===== src/rtl/lsf_pkg.sv =====
// Line substring filter package: transaction payload types, register
// indexes and the byte helpers used by the window cells and the top level.
// Depends on nothing.
package lsf_pkg;

  // Pattern storage held by the configuration registers
  localparam int REG_BYTES = 16;
  localparam int LEN_W     = 5;
  // Cell arithmetic width, covers window positions up to 127
  localparam int POS_W     = 7;
  localparam int CFG_IDX_W = 3;
  localparam int CFG_W     = 64;

  typedef enum logic [CFG_IDX_W-1:0] {
    REG_PATTERN_HEAD   = 3'd0,
    REG_PATTERN_TAIL   = 3'd1,
    REG_PATTERN_LENGTH = 3'd2,
    REG_IGNORE_CASE    = 3'd3,
    REG_INVERT_MATCH   = 3'd4
  } cfg_reg_e;

  typedef struct packed {
    logic [7:0] text_char;
    logic       line_end;
  } lsf_in_t;

  typedef struct packed {
    logic line_kept;
    logic pattern_found;
  } lsf_out_t;

  // Fold ASCII upper case to lower case when ignore-case is on
  function automatic logic [7:0] fold_byte(input logic [7:0] c, input logic ic);
    logic [7:0] r;
    r = c;
    if (ic && (c >= 8'h41) && (c <= 8'h5A)) begin
      r = c + 8'h20;
    end
    return r;
  endfunction

  // Pick one pattern byte out of the two 64-bit registers
  function automatic logic [7:0] pattern_byte(input logic [CFG_W-1:0] head,
                                              input logic [CFG_W-1:0] tail,
                                              input logic [3:0]       idx);
    logic [CFG_W-1:0] sel;
    sel = idx[3] ? tail : head;
    return sel[{idx[2:0], 3'b000} +: 8];
  endfunction

endpackage


===== src/rtl/lsf_cell.sv =====
// One window cell: holds an earlier byte of the line and compares it with
// its pattern byte. Depends on lsf_pkg.
module lsf_cell (
  input  logic       clk_i,
  input  logic       rst_ni,
  input  logic       shift_i,
  input  logic       clear_i,
  input  logic [7:0] byte_i,
  input  logic       valid_i,
  input  logic       active_i,
  input  logic       ignore_case_i,
  input  logic [7:0] pat_i,
  output logic [7:0] byte_o,
  output logic       valid_o,
  output logic       hit_o
);

  logic [7:0] byte_q, byte_d;
  logic       valid_q, valid_d;

  // Advance from the neighbor on each byte, drop the line at its end
  always_comb begin
    byte_d  = byte_q;
    valid_d = valid_q;
    if (clear_i) begin
      valid_d = 1'b0;
    end else if (shift_i) begin
      byte_d  = byte_i;
      valid_d = valid_i;
    end
  end

  always_ff @(posedge clk_i or negedge rst_ni) begin
    if (!rst_ni) begin
      valid_q <= 1'b0;
    end else begin
      valid_q <= valid_d;
    end
  end

  always_ff @(posedge clk_i) begin
    byte_q <= byte_d;
  end

  // A cell outside the pattern never blocks a match
  assign hit_o = !active_i ||
                 (valid_q && (lsf_pkg::fold_byte(byte_q, ignore_case_i) ==
                              lsf_pkg::fold_byte(pat_i, ignore_case_i)));

  assign byte_o  = byte_q;
  assign valid_o = valid_q;

endmodule


===== src/rtl/lsf_out_buf.sv =====
// Two-entry result buffer (output register plus skid entry) between the
// match logic and the result channel. Depends on lsf_pkg.
module lsf_out_buf (
  input  logic              clk_i,
  input  logic              rst_ni,
  input  logic              push_i,
  input  lsf_pkg::lsf_out_t push_data_i,
  output logic              full_o,
  output logic              out_valid_o,
  input  logic              out_stall_i,
  output lsf_pkg::lsf_out_t out_data_o
);

  lsf_pkg::lsf_out_t out_q, out_d, skid_q, skid_d;
  logic              out_valid_q, out_valid_d, skid_valid_q, skid_valid_d;
  logic              take;

  assign take = out_valid_q && !out_stall_i;

  // Refill the output from the skid entry first, park new results when held
  always_comb begin
    out_d        = out_q;
    out_valid_d  = out_valid_q;
    skid_d       = skid_q;
    skid_valid_d = skid_valid_q;
    priority if (take) begin
      if (skid_valid_q) begin
        out_d        = skid_q;
        skid_valid_d = 1'b0;
      end else if (push_i) begin
        out_d = push_data_i;
      end else begin
        out_valid_d = 1'b0;
      end
    end else if (!out_valid_q) begin
      if (push_i) begin
        out_d       = push_data_i;
        out_valid_d = 1'b1;
      end
    end else begin
      if (push_i) begin
        skid_d       = push_data_i;
        skid_valid_d = 1'b1;
      end
    end
  end

  always_ff @(posedge clk_i or negedge rst_ni) begin
    if (!rst_ni) begin
      out_valid_q  <= 1'b0;
      skid_valid_q <= 1'b0;
    end else begin
      out_valid_q  <= out_valid_d;
      skid_valid_q <= skid_valid_d;
    end
  end

  always_ff @(posedge clk_i) begin
    out_q  <= out_d;
    skid_q <= skid_d;
  end

  assign full_o      = skid_valid_q;
  assign out_valid_o = out_valid_q;
  assign out_data_o  = out_q;

endmodule


===== src/rtl/line_substring_filter_unit.sv =====
// Line substring filter: takes one text byte per clock while not stalled and, on the byte
// marked as the line's last, gives one verdict (line kept, pattern found)
// for a fixed pattern of up to 16 bytes. The byte enters a row of
// PATTERN_MAX-1 window cells that hold the previous bytes of the line; every
// cell compares its byte with its pattern byte in the same cycle. Results go
// through an output register and a skid entry, which takes a verdict when
// the output is held; input stalls only while both hold unread verdicts.
// Registers may be written between bytes and apply from the next byte.
module line_substring_filter_unit #(
  parameter int PATTERN_MAX = 16
) (
  input  logic                             clk_i,
  input  logic                             rst_ni,
  input  logic                             cfg_we_i,
  input  logic [lsf_pkg::CFG_IDX_W-1:0]    cfg_idx_i,
  input  logic [lsf_pkg::CFG_W-1:0]        cfg_wdata_i,
  input  logic                             in_valid_i,
  output logic                             in_stall_o,
  input  lsf_pkg::lsf_in_t                 in_data_i,
  output logic                             out_valid_o,
  input  logic                             out_stall_i,
  output lsf_pkg::lsf_out_t                out_data_o
);

  localparam int WinDepth = PATTERN_MAX - 1;
  localparam int WinSlots = (WinDepth > 0) ? WinDepth : 1;
  localparam logic [lsf_pkg::LEN_W-1:0] LenCap =
    lsf_pkg::LEN_W'((PATTERN_MAX < lsf_pkg::REG_BYTES) ? PATTERN_MAX : lsf_pkg::REG_BYTES);

  // Configuration registers
  logic [lsf_pkg::CFG_W-1:0] head_q, tail_q;
  logic [lsf_pkg::LEN_W-1:0] plen_q;
  logic                      ic_q, inv_q;

  always_ff @(posedge clk_i or negedge rst_ni) begin
    if (!rst_ni) begin
      head_q <= '0;
      tail_q <= '0;
      plen_q <= '0;
      ic_q   <= 1'b0;
      inv_q  <= 1'b0;
    end else if (cfg_we_i) begin
      unique case (cfg_idx_i)
        lsf_pkg::REG_PATTERN_HEAD:   head_q <= cfg_wdata_i;
        lsf_pkg::REG_PATTERN_TAIL:   tail_q <= cfg_wdata_i;
        lsf_pkg::REG_PATTERN_LENGTH: plen_q <= cfg_wdata_i[lsf_pkg::LEN_W-1:0];
        lsf_pkg::REG_IGNORE_CASE:    ic_q   <= cfg_wdata_i[0];
        lsf_pkg::REG_INVERT_MATCH:   inv_q  <= cfg_wdata_i[0];
        default: ;
      endcase
    end
  end

  logic                      in_acc;
  logic                      shift, clear;
  logic [lsf_pkg::LEN_W-1:0] len_eff;
  logic [3:0]                last_idx;
  logic                      cur_hit, match;
  logic                      found_q, found_d;
  logic [WinSlots-1:0]       hits;
  logic [WinSlots-1:0]       win_valid;
  logic [7:0]                win_byte [WinSlots];
  lsf_pkg::lsf_out_t         result;
  logic                      buf_full;

  assign in_acc     = in_valid_i && !in_stall_o;
  assign shift      = in_acc && !in_data_i.line_end;
  assign clear      = in_acc && in_data_i.line_end;
  assign in_stall_o = buf_full;

  // Clamp the pattern length to what registers and window can hold
  assign len_eff  = (plen_q > LenCap) ? LenCap : plen_q;
  assign last_idx = 4'(len_eff - lsf_pkg::LEN_W'(1));

  // Compare the incoming byte with the last pattern byte
  assign cur_hit = (len_eff != '0) &&
                   (lsf_pkg::fold_byte(in_data_i.text_char, ic_q) ==
                    lsf_pkg::fold_byte(lsf_pkg::pattern_byte(head_q, tail_q, last_idx), ic_q));

  // Window cells: cell c holds the byte c+1 positions back
  generate
    if (WinDepth > 0) begin : g_win
      for (genvar c = 0; c < WinDepth; c++) begin : g_cell
        logic [lsf_pkg::POS_W-1:0] diff;
        logic                      active;
        logic [7:0]                nb_byte;
        logic                      nb_valid;

        assign diff   = {{(lsf_pkg::POS_W-lsf_pkg::LEN_W){1'b0}}, len_eff} -
                        lsf_pkg::POS_W'(c + 2);
        assign active = {{(lsf_pkg::POS_W-lsf_pkg::LEN_W){1'b0}}, len_eff} >
                        lsf_pkg::POS_W'(c + 1);

        if (c == 0) begin : g_head
          assign nb_byte  = in_data_i.text_char;
          assign nb_valid = 1'b1;
        end else begin : g_body
          assign nb_byte  = win_byte[c-1];
          assign nb_valid = win_valid[c-1];
        end

        lsf_cell u_cell (
          .clk_i         (clk_i),
          .rst_ni        (rst_ni),
          .shift_i       (shift),
          .clear_i       (clear),
          .byte_i        (nb_byte),
          .valid_i       (nb_valid),
          .active_i      (active),
          .ignore_case_i (ic_q),
          .pat_i         (lsf_pkg::pattern_byte(head_q, tail_q, diff[3:0])),
          .byte_o        (win_byte[c]),
          .valid_o       (win_valid[c]),
          .hit_o         (hits[c])
        );
      end
    end else begin : g_nowin
      assign hits        = '1;
      assign win_valid   = '0;
      assign win_byte[0] = 8'h00;
    end
  endgenerate

  assign match = cur_hit && (&hits);

  // Hold the found flag across the line, drop it at the line end
  always_comb begin
    found_d = found_q;
    if (clear) begin
      found_d = 1'b0;
    end else if (shift) begin
      found_d = found_q || match;
    end
  end

  always_ff @(posedge clk_i or negedge rst_ni) begin
    if (!rst_ni) begin
      found_q <= 1'b0;
    end else begin
      found_q <= found_d;
    end
  end

  assign result.pattern_found = found_q || match;
  assign result.line_kept     = (found_q || match) ^ inv_q;

  lsf_out_buf u_out_buf (
    .clk_i       (clk_i),
    .rst_ni      (rst_ni),
    .push_i      (clear),
    .push_data_i (result),
    .full_o      (buf_full),
    .out_valid_o (out_valid_o),
    .out_stall_i (out_stall_i),
    .out_data_o  (out_data_o)
  );

  // The skid entry is only used behind a held output transaction
  a_skid_behind_out: assert property (@(posedge clk_i) disable iff (!rst_ni)
    in_stall_o |-> out_valid_o)
    else $error("skid entry full while output register empty");

  // A line end clears the found flag and the window
  a_line_end_clears: assert property (@(posedge clk_i) disable iff (!rst_ni)
    (in_acc && in_data_i.line_end) |=> (!found_q && (win_valid == '0)))
    else $error("line state not cleared after line end");

  // Valid window bytes form a contiguous run from the newest cell
  a_window_contiguous: assert property (@(posedge clk_i) disable iff (!rst_ni)
    ((win_valid >> 1) & ~win_valid) == '0)
    else $error("gap in window valid bits");

  // After a line end the result channel holds a valid transaction next cycle
  a_verdict_emitted: assert property (@(posedge clk_i) disable iff (!rst_ni)
    (in_acc && in_data_i.line_end) |=> out_valid_o)
    else $error("line end produced no verdict");

endmodule

===== config.mk =====
export PLATFORM = sky130hd
export DESIGN_NAME = line_substring_filter_unit
export DESIGN_NICKNAME = d
export VERILOG_FILES = /design/src/rtl/lsf_pkg.sv /design/src/rtl/lsf_cell.sv /design/src/rtl/lsf_out_buf.sv /design/src/rtl/line_substring_filter_unit.sv
export SDC_FILE = /design/constraint.sdc
export NUM_CORES = 2
export LEC_CHECK = 0
export ABC_CLOCK_PERIOD_IN_PS = 9900
export BUFFER_PORTS_ARGS = -buffer_cell sky130_fd_sc_hd__buf_4
export CAP_MARGIN = 10
export CORE_ASPECT_RATIO = 1.5
export CORE_MARGIN = 1.5
export CORE_UTILIZATION = 35
export DETAILED_ROUTE_END_ITERATION = 6
export PLACE_DENSITY_LB_ADDON = 0.08
export SETUP_SLACK_MARGIN = 0.5
export SLEW_MARGIN = 20
export SYNTH_ARGS = -nofsm -noshare
export SYNTH_HDL_FRONTEND = slang
export SYNTH_HIERARCHICAL = 1
export SYNTH_SLANG_ARGS = --single-unit

===== constraint.sdc =====
create_clock -name clk_i -period 9.9 [get_ports clk_i]
set_input_delay 0.495 -clock clk_i [delete_from_list [all_inputs] [get_ports clk_i]]
set_output_delay 0.495 -clock clk_i [all_outputs]
set_load 0.01 [all_outputs]

==> flow_metrics.tcl <==
set metrics [dict create \
    std_cell_rows 134 \
    power_leakage_nw 11.8 \
    rrSetupSlack_ps 1260 \
    globalRouteOverflowTotal 0 \
    number_of_cells_upsized_or_downsized_after_cts 0 \
    maximum_clock_rate_ghz 0.116 \
    post_synth.cell_area_avg_um2 11.9 \
    portion_of_the_post_synthesis_area_used_by_sequential_elements 0.239 \
    cts_root_buffer "clkbuf_16" \
    viasPerCell 7.06 \
    clock_sink_count 277 \
    grt_setup_unrepaired "false" \
    n_fill_cell 8513 \
    cts.path.max_buffers 3 \
    initial_util 0.354 \
    route.vias.total 26300 \
    wirelength_mm 134 \
    numPortBuffers 84 \
    die_area_um2 92100 \
    final_max_slew_viol_count 0 \
    synth-edff-count 124 \
    design.final.nets 2665 \
    synth-compound-area-share 0.130 \
    area_used_by_multi_input_combinational_logic_um2 22800 \
    muxShareOfSynthArea 0.428 \
    cts_tree "done" \
    seq_cell_area_um2 7550 \
    yosys_cell_types 88 \
    power.density_cell_area_nw_per_um2 303 \
    fin_setup_tns_ps 0 \
    post-layout-total-power_mw 10.4 \
    most-common-layout-cells "486 x mux4_2, 165 x nand2_1, 163 x buf_4" \
    outcome "finished, final reports clean" \
    syn_to_final_growth_pct 8.89 \
    drc_errors 0 \
    grt_start_max_net_pins 139 \
    peakVddDrop_v 0.000162 \
    first_global_vias 26400 \
    die_w_um 248 \
    core_area_um2 89200 \
    wl_per_cell_um 36.0 \
    cp.required_ps 10230 \
    htree_levels 2 \
    io_pins 85 \
    tritoncts.num_buffers 34 \
    final_design_area_no_fill_um2 34400 \
    number_of_antenna_violations_at_the_first_check_in_global_routing 1 \
    synth_simple_gate_area_frac 0.0984 \
    dp_slack_ps 1390 \
    worst_hold_path_type "input port to flop" \
    drt.antenna.violating_nets 0 \
    timing.max_cap.violations 0 \
    postSynthCellCount 2665 \
    grt_pass1_wl_mm 197 \
    chipHeight_um 371 \
    fraction_of_the_cycle_the_final_worst_path_needs 0.872 \
    drt-pass1-iter-count 6 \
    drt_iter0_drc 2778 \
    critical-path-slowest-cell "mux2i_1" \
    antenna_cells 0 \
    syn_area_um2 31600 \
    clock_skew_ps 36.1 \
    final_layout_size_suffix_gt1_frac 0.387 \
    dp_hpwl_mm 94.9 \
    critical_path_class "flop to flop" \
    yosys_register_bits 277 \
    clkSlewWorstSetupHoldPaths_ps 60 \
    gr-usage-all-layers 0.294 \
    most_common_cell_after_layout_fill_and_taps_aside "mux4_2" \
    post_cts.repair.setup_buffers 0 \
    xor_xnor_cell_area_share_of_the_yosys_netlist 0.0463 \
    synth_top_family_by_area "multiplexers" \
    path_max_fanout 36 \
    synth-async-reset-ratio 0.552 \
    timing.critical_path.slowest_cell_delay_ps 690 \
    data_arrival_time_of_the_worst_path_ps 8960 \
    synth_flop_cell "dfrtp_1" \
    period_minus_slack_ps 8640 \
    setup_slack_ps 1260 \
    gpl.final_weighted_congestion 0.972 \
    syn-num-nets 2786 \
    timing.final.setup_violations 0 \
    start_kind "flop" \
    synthAdderAreaFrac 0.0158 \
    synth.yosys.warnings 6 \
    tightest_slew_ps 1120 \
    final-hold-violation-count 0 \
    worstSkewPairLatency_ps 590 \
    end_kind "flop" \
    slew_headroom 0.244 \
    post_dp_cell_area_um2 33200 \
]
## registers in the layout, summed over array words and instances, names as in the netlist, 2 cells and up
register / count
plen_q: 5
u_out_buf/skid_q: 2
head_q: 64
u_out_buf/out_data_o: 2
g_win.g_cell.u_cell/byte_o: 120
g_win.g_cell.u_cell/valid_o: 15
tail_q: 64
## layer usage
layer,routed length (um),vias to the layer above,share of wire,track usage
li1,-,10700,-,-
met3,11500,338,0.086,0.0684
met1,47500,13800,0.35,0.348
met2,64500,1436,0.48,0.479
met4,10400,0,0.078,0.186
met5,0,-,0,0
## through the flow
step            util  std cells  hold slack [ps]
3_3_place_gp   0.373       3663              431
4_1_cts        0.386       3726             90.7
2_1_floorplan      -       2665              199
3_5_place_dp   0.373       3663              435
5_1_grt        0.386       3726              102
6_report       0.386       3726              117
## repair_timing
action                     CTS  global route
hold endpoints to repair    39             0
hold buffers                 1             0
setup endpoints to repair    0             0
## critical path: cells and delay by family (launching register included)
| family | cells | cell delay [ps] |
|---|---|---|
| DFF | 1 | 330 |
| adders and majority gates | 1 | 320 |
| and+or+nand+nor | 9 | 2720 |
| xor gates and xnor gates | 1 | 310 |
| buffers and inverters | 3 | 970 |
| AOI/OAI and AO/OA | 8 | 1890 |
| muxes | 4 | 1750 |
## worst paths after layout
check / startpoint / endpoint / cells past startpoint
min: in_data_i[8] / g_win.g_cell[0].u_cell/byte_o[7] / 1
min in group asynchronous: rst_ni / tail_q[41] / 2
min reg2reg: tail_q[11] / tail_q[11] / 1
max reg2reg: plen_q[1] / u_out_buf/out_data_o[1] / 26
max: plen_q[1] / u_out_buf/out_data_o[1] / 26
max in group asynchronous: rst_ni / tail_q[37] / 3
## cell type report
cell class | count | share of cell area
clock buffer | 51 | 0.0305
clock inverter | 11 | 0.00255
inverter | 14 | 0.00175
multi-input combinational | 2047 | 0.664
sequential | 277 | 0.220
tap | 1156 | 0.0421
timing repair buffer | 170 | 0.0391
## kinds of logic (layout without fill, tap and decap cells)
| logic type | Yosys count | after routing |
|---|---|---|
| buffers and inverters | 341 | 246 |
| DFF | 277 | 277 |
| adders and majority gates | 40 | 40 |
| and+or+nand+nor | 574 | 574 |
| AOI/OAI and AO/OA | 544 | 544 |
| xor gates and xnor gates | 166 | 166 |
| other | 1 | 1 |
| muxes | 722 | 722 |
## where the power goes
part | internal, mW | total, mW | leakage, nW | switching (mW)
Clock | 0.742 | 1.29 | 0.554 | 0.548
Sequential | 1.40 | 2.14 | 3.01 | 0.741
Combinational | 3.16 | 6.99 | 8.28 | 3.83
## synthesized netlist by cell type, types with 7 or more instances
master	n	area (um^2)
mux4_2	486	10900
clkbuf_1	251	942
nand2_1	165	619
dfrtp_1	153	3830
mux2_2	142	1600
edfxtp_1	124	3720
xnor2_1	103	902
nor2_1	102	383
nand3_1	96	480
mux2i_1	85	851
a21oi_1	70	350
o22ai_1	66	413
xor2_1	62	543
a211oi_1	52	390
o21ai_0	50	250
a22oi_1	43	323
ha_1	40	500
buf_2	39	195
buf_1	34	128
nor2b_1	28	175
o221ai_1	27	236
a311oi_1	25	219
nor4_1	22	138
a31oi_1	21	131
o211ai_1	21	158
o22a_1	21	184
nor3_1	20	100
a21o_1	17	128
nand4bb_1	17	191
or4_1	17	128
a21boi_0	16	120
and3_2	16	120
o211a_1	16	160
or4_4	16	180
a21bo_2	15	150
a31o_2	15	131
and3_4	15	169
o41ai_2	15	244
nand2b_1	12	75.1
and3_1	11	68.8
inv_1	11	41.3
and2_1	10	62.6
mux2_1	7	78.8
Note: power is estimated with default switching activity, not from simulation.
